`src/rtl/lfu_pkg.sv`:
```
package lfu_pkg;

    localparam int LFU_ENTRIES    = 16;
    localparam int LFU_COUNT_BITS = 16;
    localparam int LFU_CAP_W      = 5;
    localparam int LFU_DATA_W     = 32;
    localparam logic [LFU_CAP_W-1:0] LFU_CAP_RESET = LFU_CAP_W'(16);

    localparam logic LFU_OP_GET = 1'b0;
    localparam logic LFU_OP_PUT = 1'b1;

    localparam logic LFU_REG_CAPACITY = 1'b0;

    localparam logic [LFU_DATA_W-1:0] LFU_MISS_VALUE = '1;

    function automatic int lfu_idx_w(input int n);
        return (n > 1) ? $clog2(n) : 1;
    endfunction

    function automatic int lfu_cnt_w(input int n);
        return $clog2(n + 1);
    endfunction

endpackage

```
`src/rtl/lfu_cell.sv`:
```
module lfu_cell import lfu_pkg::*; #(
    parameter int ENTRIES    = LFU_ENTRIES,
    parameter int COUNT_BITS = LFU_COUNT_BITS,
    parameter int CELL_IDX   = 0,
    parameter type t_scan    = logic,
    parameter type t_cmd     = logic
) (
    input  logic  i_clk,
    input  logic  i_rst_n,
    input  t_cmd  i_cmd,
    input  logic  i_apply,
    input  t_scan i_scan,
    output t_scan o_scan
);

    localparam int IDX_W = lfu_idx_w(ENTRIES);
    localparam int CNT_W = lfu_cnt_w(ENTRIES);
    localparam logic [IDX_W-1:0] MY_IDX = IDX_W'(CELL_IDX);

    logic                   r_valid;
    logic [LFU_DATA_W-1:0]  r_key;
    logic [LFU_DATA_W-1:0]  r_data;
    logic [COUNT_BITS-1:0]  r_count;
    logic [IDX_W-1:0]       r_rank;
    t_scan                  r_scan;
    t_scan                  n_scan;

    logic w_hit;
    logic w_better;

    // scan step: fold this entry into the token from the left neighbor
    always_comb begin
        w_hit    = r_valid && (r_key == i_cmd.key);
        w_better = r_valid && (!i_scan.have_vic || (r_count < i_scan.vic_count) ||
                   ((r_count == i_scan.vic_count) && (r_rank > i_scan.vic_rank)));
        n_scan      = i_scan;
        n_scan.used = i_scan.used + CNT_W'(r_valid);
        if (w_hit) begin
            n_scan.found      = 1'b1;
            n_scan.found_idx  = MY_IDX;
            n_scan.found_rank = r_rank;
            n_scan.found_data = r_data;
        end
        if (!r_valid && !i_scan.have_free) begin
            n_scan.have_free = 1'b1;
            n_scan.free_idx  = MY_IDX;
        end
        if (w_better) begin
            n_scan.have_vic  = 1'b1;
            n_scan.vic_idx   = MY_IDX;
            n_scan.vic_count = r_count;
            n_scan.vic_rank  = r_rank;
        end
    end

    always_ff @(posedge i_clk) begin
        r_scan <= n_scan;
    end

    assign o_scan = r_scan;

    always_ff @(posedge i_clk) begin
        if (!i_rst_n) begin
            r_valid <= 1'b0;
        end else if (i_apply) begin
            if (i_cmd.do_touch) begin
                if (i_cmd.touch_idx == MY_IDX) begin
                    r_rank <= '0;
                    if (r_count != '1) begin
                        r_count <= r_count + COUNT_BITS'(1);
                    end
                    if (i_cmd.do_write) begin
                        r_data <= i_cmd.data;
                    end
                end else if (r_valid && (r_rank < i_cmd.touch_rank)) begin
                    r_rank <= r_rank + IDX_W'(1);
                end
            end else if (i_cmd.do_insert) begin
                if (i_cmd.ins_idx == MY_IDX) begin
                    r_valid <= 1'b1;
                    r_key   <= i_cmd.key;
                    r_data  <= i_cmd.data;
                    r_count <= COUNT_BITS'(1);
                    r_rank  <= '0;
                end else if (r_valid) begin
                    if (i_cmd.do_evict && (i_cmd.vic_idx == MY_IDX)) begin
                        r_valid <= 1'b0;
                    end else if (!(i_cmd.do_evict && (r_rank > i_cmd.vic_rank))) begin
                        r_rank <= r_rank + IDX_W'(1);
                    end
                end
            end
        end
    end

endmodule

```
`src/rtl/lfu_cache_table_core.sv`:
```
// Steps: an accepted request goes through S_SCAN, then S_APPLY; o_done is registered
// from S_APPLY. A new request is taken only in S_IDLE; the search token walks the
// cell chain one cell per cycle, then S_APPLY updates all cells together.
// o_done marks each result for exactly one cycle; the receiver cannot stall.
// Reset (synchronous, i_rst_n low) empties the table and sets capacity to 16.
module lfu_cache_table_core import lfu_pkg::*; #(
    parameter int ENTRIES    = LFU_ENTRIES,
    parameter int COUNT_BITS = LFU_COUNT_BITS
) (
    input  logic                          i_clk,
    input  logic                          i_rst_n,
    input  logic                          start,
    output logic                          busy,
    input  logic                          i_opcode,
    input  logic signed [LFU_DATA_W-1:0]  i_key,
    input  logic signed [LFU_DATA_W-1:0]  i_write_value,
    output logic                          o_done,
    output logic                          o_hit,
    output logic signed [LFU_DATA_W-1:0]  o_read_value,
    input  logic                          psel,
    input  logic                          penable,
    input  logic                          pwrite,
    input  logic [2:0]                    paddr,
    input  logic [31:0]                   pwdata,
    output logic [31:0]                   prdata,
    output logic                          pready
);

    localparam int IDX_W = lfu_idx_w(ENTRIES);
    localparam int CNT_W = lfu_cnt_w(ENTRIES);

    typedef struct packed {
        logic                   found;
        logic [IDX_W-1:0]       found_idx;
        logic [IDX_W-1:0]       found_rank;
        logic [LFU_DATA_W-1:0]  found_data;
        logic [CNT_W-1:0]       used;
        logic                   have_free;
        logic [IDX_W-1:0]       free_idx;
        logic                   have_vic;
        logic [IDX_W-1:0]       vic_idx;
        logic [COUNT_BITS-1:0]  vic_count;
        logic [IDX_W-1:0]       vic_rank;
    } t_scan;

    typedef struct packed {
        logic [LFU_DATA_W-1:0]  key;
        logic [LFU_DATA_W-1:0]  data;
        logic                   do_touch;
        logic                   do_write;
        logic [IDX_W-1:0]       touch_idx;
        logic [IDX_W-1:0]       touch_rank;
        logic                   do_insert;
        logic [IDX_W-1:0]       ins_idx;
        logic                   do_evict;
        logic [IDX_W-1:0]       vic_idx;
        logic [IDX_W-1:0]       vic_rank;
    } t_cmd;

    typedef enum logic [2:0] {
        S_IDLE  = 3'b001,
        S_SCAN  = 3'b010,
        S_APPLY = 3'b100
    } t_state;

    t_state                 r_state;
    t_state                 n_state;
    logic [IDX_W-1:0]       r_cnt;
    logic                   r_op;
    logic [LFU_DATA_W-1:0]  r_key;
    logic [LFU_DATA_W-1:0]  r_val;
    logic [LFU_CAP_W-1:0]   r_cap;
    logic                   r_done;
    logic                   r_hit;
    logic [LFU_DATA_W-1:0]  r_rdata;
    logic [LFU_DATA_W-1:0]  n_rdata;

    t_scan w_scan [ENTRIES+1];
    t_scan w_tok;
    t_cmd  w_cmd;
    logic  w_accept;
    logic  w_apply;
    logic  w_cfg_wr;
    logic  w_full;
    logic  w_put_miss;

    assign w_accept = start && !busy;
    assign w_apply  = (r_state == S_APPLY);
    assign busy     = (r_state != S_IDLE);
    assign w_tok    = w_scan[ENTRIES];
    assign w_scan[0] = '0;

    // config port
    assign pready   = 1'b1;
    assign w_cfg_wr = psel && penable && pwrite && pready;
    assign prdata   = (paddr[2] == LFU_REG_CAPACITY) ? 32'(r_cap) : '0;

    always_ff @(posedge i_clk) begin
        if (!i_rst_n) begin
            r_cap <= LFU_CAP_RESET;
        end else if (w_cfg_wr && (paddr[2] == LFU_REG_CAPACITY)) begin
            r_cap <= pwdata[LFU_CAP_W-1:0];
        end
    end

    // request control
    always_comb begin
        n_state = r_state;
        case (r_state)
            S_IDLE: begin
                if (w_accept) begin
                    n_state = S_SCAN;
                end
            end
            S_SCAN: begin
                if (r_cnt == IDX_W'(ENTRIES - 1)) begin
                    n_state = S_APPLY;
                end
            end
            S_APPLY: begin
                n_state = S_IDLE;
            end
            default: begin
                n_state = S_IDLE;
            end
        endcase
    end

    always_ff @(posedge i_clk) begin
        if (!i_rst_n) begin
            r_state <= S_IDLE;
            r_cnt   <= '0;
            r_done  <= 1'b0;
        end else begin
            r_state <= n_state;
            r_done  <= w_apply;
            if (r_state == S_SCAN) begin
                r_cnt <= r_cnt + IDX_W'(1);
            end else begin
                r_cnt <= '0;
            end
        end
    end

    always_ff @(posedge i_clk) begin
        if (w_accept) begin
            r_op  <= i_opcode;
            r_key <= i_key;
            r_val <= i_write_value;
        end
    end

    // decision from the finished token
    always_comb begin
        if (32'(r_cap) > 32'(ENTRIES)) begin
            w_full = 32'(w_tok.used) >= 32'(ENTRIES);
        end else begin
            w_full = 32'(w_tok.used) >= 32'(r_cap);
        end
        w_put_miss = (r_op == LFU_OP_PUT) && (r_cap != '0) && !w_tok.found;

        w_cmd            = '0;
        w_cmd.key        = r_key;
        w_cmd.data       = r_val;
        w_cmd.touch_idx  = w_tok.found_idx;
        w_cmd.touch_rank = w_tok.found_rank;
        w_cmd.vic_idx    = w_tok.vic_idx;
        w_cmd.vic_rank   = w_tok.vic_rank;
        w_cmd.ins_idx    = w_tok.free_idx;
        if (w_tok.found && ((r_op == LFU_OP_GET) || (r_cap != '0))) begin
            w_cmd.do_touch = 1'b1;
            w_cmd.do_write = (r_op == LFU_OP_PUT);
        end
        if (w_put_miss) begin
            w_cmd.do_evict = w_full && w_tok.have_vic;
            if (w_cmd.do_evict && (!w_tok.have_free || (w_tok.vic_idx < w_tok.free_idx))) begin
                w_cmd.ins_idx = w_tok.vic_idx;
            end
            w_cmd.do_insert = w_cmd.do_evict || w_tok.have_free;
        end

        if (r_op == LFU_OP_GET) begin
            n_rdata = w_tok.found ? w_tok.found_data : LFU_MISS_VALUE;
        end else begin
            n_rdata = '0;
        end
    end

    always_ff @(posedge i_clk) begin
        if (w_apply) begin
            r_hit   <= w_tok.found;
            r_rdata <= n_rdata;
        end
    end

    assign o_done       = r_done;
    assign o_hit        = r_hit;
    assign o_read_value = r_rdata;

    // cell chain
    for (genvar g = 0; g < ENTRIES; g++) begin : g_cell
        lfu_cell #(
            .ENTRIES    (ENTRIES),
            .COUNT_BITS (COUNT_BITS),
            .CELL_IDX   (g),
            .t_scan     (t_scan),
            .t_cmd      (t_cmd)
        ) u_cell (
            .i_clk   (i_clk),
            .i_rst_n (i_rst_n),
            .i_cmd   (w_cmd),
            .i_apply (w_apply),
            .i_scan  (w_scan[g]),
            .o_scan  (w_scan[g+1])
        );
    end

    a_done_after_apply: assert property (@(posedge i_clk) disable iff (!i_rst_n)
        o_done |-> $past(r_state == S_APPLY))
        else $error("result without update cycle");

    a_done_single: assert property (@(posedge i_clk) disable iff (!i_rst_n)
        o_done |=> !o_done)
        else $error("result held longer than one cycle");

    a_accept_scan: assert property (@(posedge i_clk) disable iff (!i_rst_n)
        w_accept |=> (r_state == S_SCAN))
        else $error("accepted request did not start a search");

    a_touch_xor_insert: assert property (@(posedge i_clk) disable iff (!i_rst_n)
        w_apply |-> !(w_cmd.do_touch && w_cmd.do_insert))
        else $error("touch and insert in one update");

    a_miss_inserts: assert property (@(posedge i_clk) disable iff (!i_rst_n)
        (w_apply && w_put_miss) |-> w_cmd.do_insert)
        else $error("put miss found no slot");

endmodule
```
`config.mk`:
```
export PLATFORM = sky130hd
export DESIGN_NAME = lfu_cache_table_core
export DESIGN_NICKNAME = d
export VERILOG_FILES = /design/src/rtl/lfu_pkg.sv /design/src/rtl/lfu_cell.sv /design/src/rtl/lfu_cache_table_core.sv
export SDC_FILE = /design/constraint.sdc
export NUM_CORES = 2
export LEC_CHECK = 0
export BUFFER_PORTS_ARGS = -buffer_cell sky130_fd_sc_hd__buf_2
export CAP_MARGIN = 20
export CORE_MARGIN = 5
export CORE_UTILIZATION = 35
export CTS_BUF_LIST = sky130_fd_sc_hd__clkbuf_4
export CTS_CLUSTER_SIZE = 12
export DETAILED_ROUTE_END_ITERATION = 8
export PLACE_DENSITY = 0.48
export SYNTH_ARGS = -nofsm -noshare
export SYNTH_HDL_FRONTEND = slang
export SYNTH_HIERARCHICAL = 1
export SYNTH_SLANG_ARGS = --single-unit
```
`constraint.sdc`:
```
create_clock -name i_clk -period 22.3 [get_ports i_clk]
set_input_delay 3.345 -clock i_clk [delete_from_list [all_inputs] [get_ports i_clk]]
set_output_delay 3.345 -clock i_clk [all_outputs]
set_load 0.05 [all_outputs]
```
==> results.yml <==
run_status:
  status: "finished clean"
timing:
  clock_skew_ns: 0.168
  setup_tns_ns: 0
  finalCritPeriodShare: 0.323
  fin_crit_ns: 7.20
  hold_viol: 0
  fmax_mhz: 139
  worst_slack_ns: 15.10
  worst_pin_slew_ns: 1.12
  setup_violations: 0
  slew_violations: 0
  relSlewSlack: 0.254
  rsz0062_at_grt: "no"
final_layout:
  multi_input_area_mm2: 0.0385
  final_area_mm2: 0.125
  finalNetCount: 9450
  area_delta_synth_final_pct: 15.0
  seq_area_mm2: 0.0679
  drive_above_1_share: 0.267
  fillers: 29400
floorplanning:
  io_pins: 174
  coreArea_mm2: 0.309
  core.rowCount: 204
  dieArea_mm2: 0.322
  die_width_um: 568
  initial_core_util: 0.352
  die_height_um: 568
detailed_routing:
  dr.pass1.iters: 8
  via_per_inst: 4.64
  wl_per_cell_um: 18.7
  wl_um: 253000
  vias: 63000
  drt_iter0_markers: 3025
  route.detailed.drc: 0
  antenna_left: 0
critical_path:
  cp_top_family: "buffers and inverters"
  crit_chain: "buf_2 > nor2b_1 > buf_2"
  reg2reg_slack_ns: 16.75
  setup.worst_path.start_class: "input pin"
  r2r-end: "g_cell[8].u_cell/r_count[8]"
  cp_slowest_cell: "buf_2"
  critPathRequiredTime_ns: 18.95
  end_kind: "output pin"
  cp.arrival_ns: 3.86
  crit_fanout: 6
  cp_slowest_stage_delay_ns: 0.27
  path_buf_inv: 2
  cp_common_cell: "buf_2"
  regToRegStartpoint: "r_op"
  critPathKind: "in2out"
  reg2reg_depth: 10
power_and_ir_drop:
  leakage_nw: 49.3
  netSwitchingFraction: 0.229
  p_seq_frac: 0.523
  p_clk_frac: 0.435
  powerDensity_mw_per_mm2: 82.0
  ir_drop_mv: 0.0462
  combPwrFrac: 0.042
  p_switching_mw: 2.35
  internal-power_mw: 7.91
synth:
  synth_area_mm2: 0.109
  yosysWarnings: 6
  syn_avg_cell_area_um2: 13.8
  syn_inst: 7876
placement:
  placed_cell_area_mm2: 0.115
  gp_congestion: 0.767
  port_buffers: 116
  dp_hpwl_um: 159000
  pre_cts_slack_ns: 15.10
clock_network:
  insertion_delay_ns: 1.52
  cts.clk_slew.worst_paths_ns: 0.06
  cts_tree: "done"
  postCtsHoldBufs: 0
  cts_sinks: 2671
  cts_setup_buffers: 0
  root_buffer: "clkbuf_4"
  clk_path_buf_depth: 4
  cts-resized-gates: 0
  numCtsBuffers: 718
  h-tree-depth: 6
job:
  drv_cap: 0
global_route:
  grt_pass1_wl_um: 388000
  grt_use_total: 0.154
  grt_start_max_net_pins: 150
  grt_pass1_vias: 65200
  grt-ovfl-total: 0
  antenna_found_initial: 15
worst_hold_path:
  hold_end: "g_cell[14].u_cell/o_scan[66]"
  hold_path.class: "reg2reg"
  min_from: "g_cell[13].u_cell/o_scan[66]"
  hold_depth: 1
routing by layer:
layer	vias to the layer above	GRT usage	part of all wire
met5	-	0	0.000051
met4	2	0.0466	0.022
met3	409	0.0277	0.041
met2	1215	0.250	0.46
met1	30800	0.209	0.47
li1	30500	-	-
through the flow:
stage,cells,hold slack (ns),total power [mW],util
floorplan,8004,0.386,5.75,-
detailed placement,12200,0.391,5.92,0.373
global placement,12200,0.389,5.91,0.373
CTS,13600,0.330,10.5,0.404
global route,13600,0.339,10.8,0.405
finish,13600,0.354,10.3,0.405
power groups by stage:
stage	combinational, mW	clock (mW)	sequential [mW]
final	0.430	4.46	5.37
after global routing	0.478	4.94	5.38
after CTS	0.437	4.67	5.37
after detailed placement	0.434	0	5.48
after global placement	0.426	0	5.48
after floorplan	0.274	0	5.48
sequential cells by signal, indices dropped and copies added, names as in the netlist, 3 cells and up:
name	cells
g_cell.u_cell/r_data	512
g_cell.u_cell/r_count	256
r_cnt	4
o_read_value	32
g_cell.u_cell/r_valid	16
r_state	3
g_cell.u_cell/r_rank	64
r_key	32
r_val	32
g_cell.u_cell/r_key	512
r_cap	5
g_cell.u_cell/o_scan	1200
worst max-delay path by stage:
stage,depth (start not counted),to,startpoint
detailed placement,3,prdata[0],paddr[2]
finish,3,prdata[0],paddr[2]
floorplan,3,g_cell[12].u_cell/r_key[0],r_state[2]
CTS,3,prdata[0],paddr[2]
global placement,3,prdata[0],paddr[2]
global route,3,prdata[0],paddr[2]
cell type report:
class	instances	share of cell area
inverter	527	0.0158
sequential	2671	0.542
clock buffer	1156	0.0693
antenna	19	0.000380
tap	4120	0.0412
timing repair buffer	289	0.0153
multi-input combinational	4632	0.307
clock inverter	164	0.00836
cell usage in the layout, fill, tap and decap left out, drive strengths merged, types with 35 or more instances in the layout:
cell	count
edfxtp	1442
dfxtp	1229
clkbuf	1157
mux2	874
xnor2	557
inv	550
ha	505
buf	288
and2	234
nand2	225
nand4	220
a21oi	205
nand3	189
nor2	188
xor2	174
nor2b	163
o21ai	146
conb	130
clkinv	123
nand2b	90
or2	79
a21boi	75
o211ai	67
or3	59
nor4	50
and3	46
nor3	44
o22ai	36
a21o	35
Power figures use the tool's default switching activity.
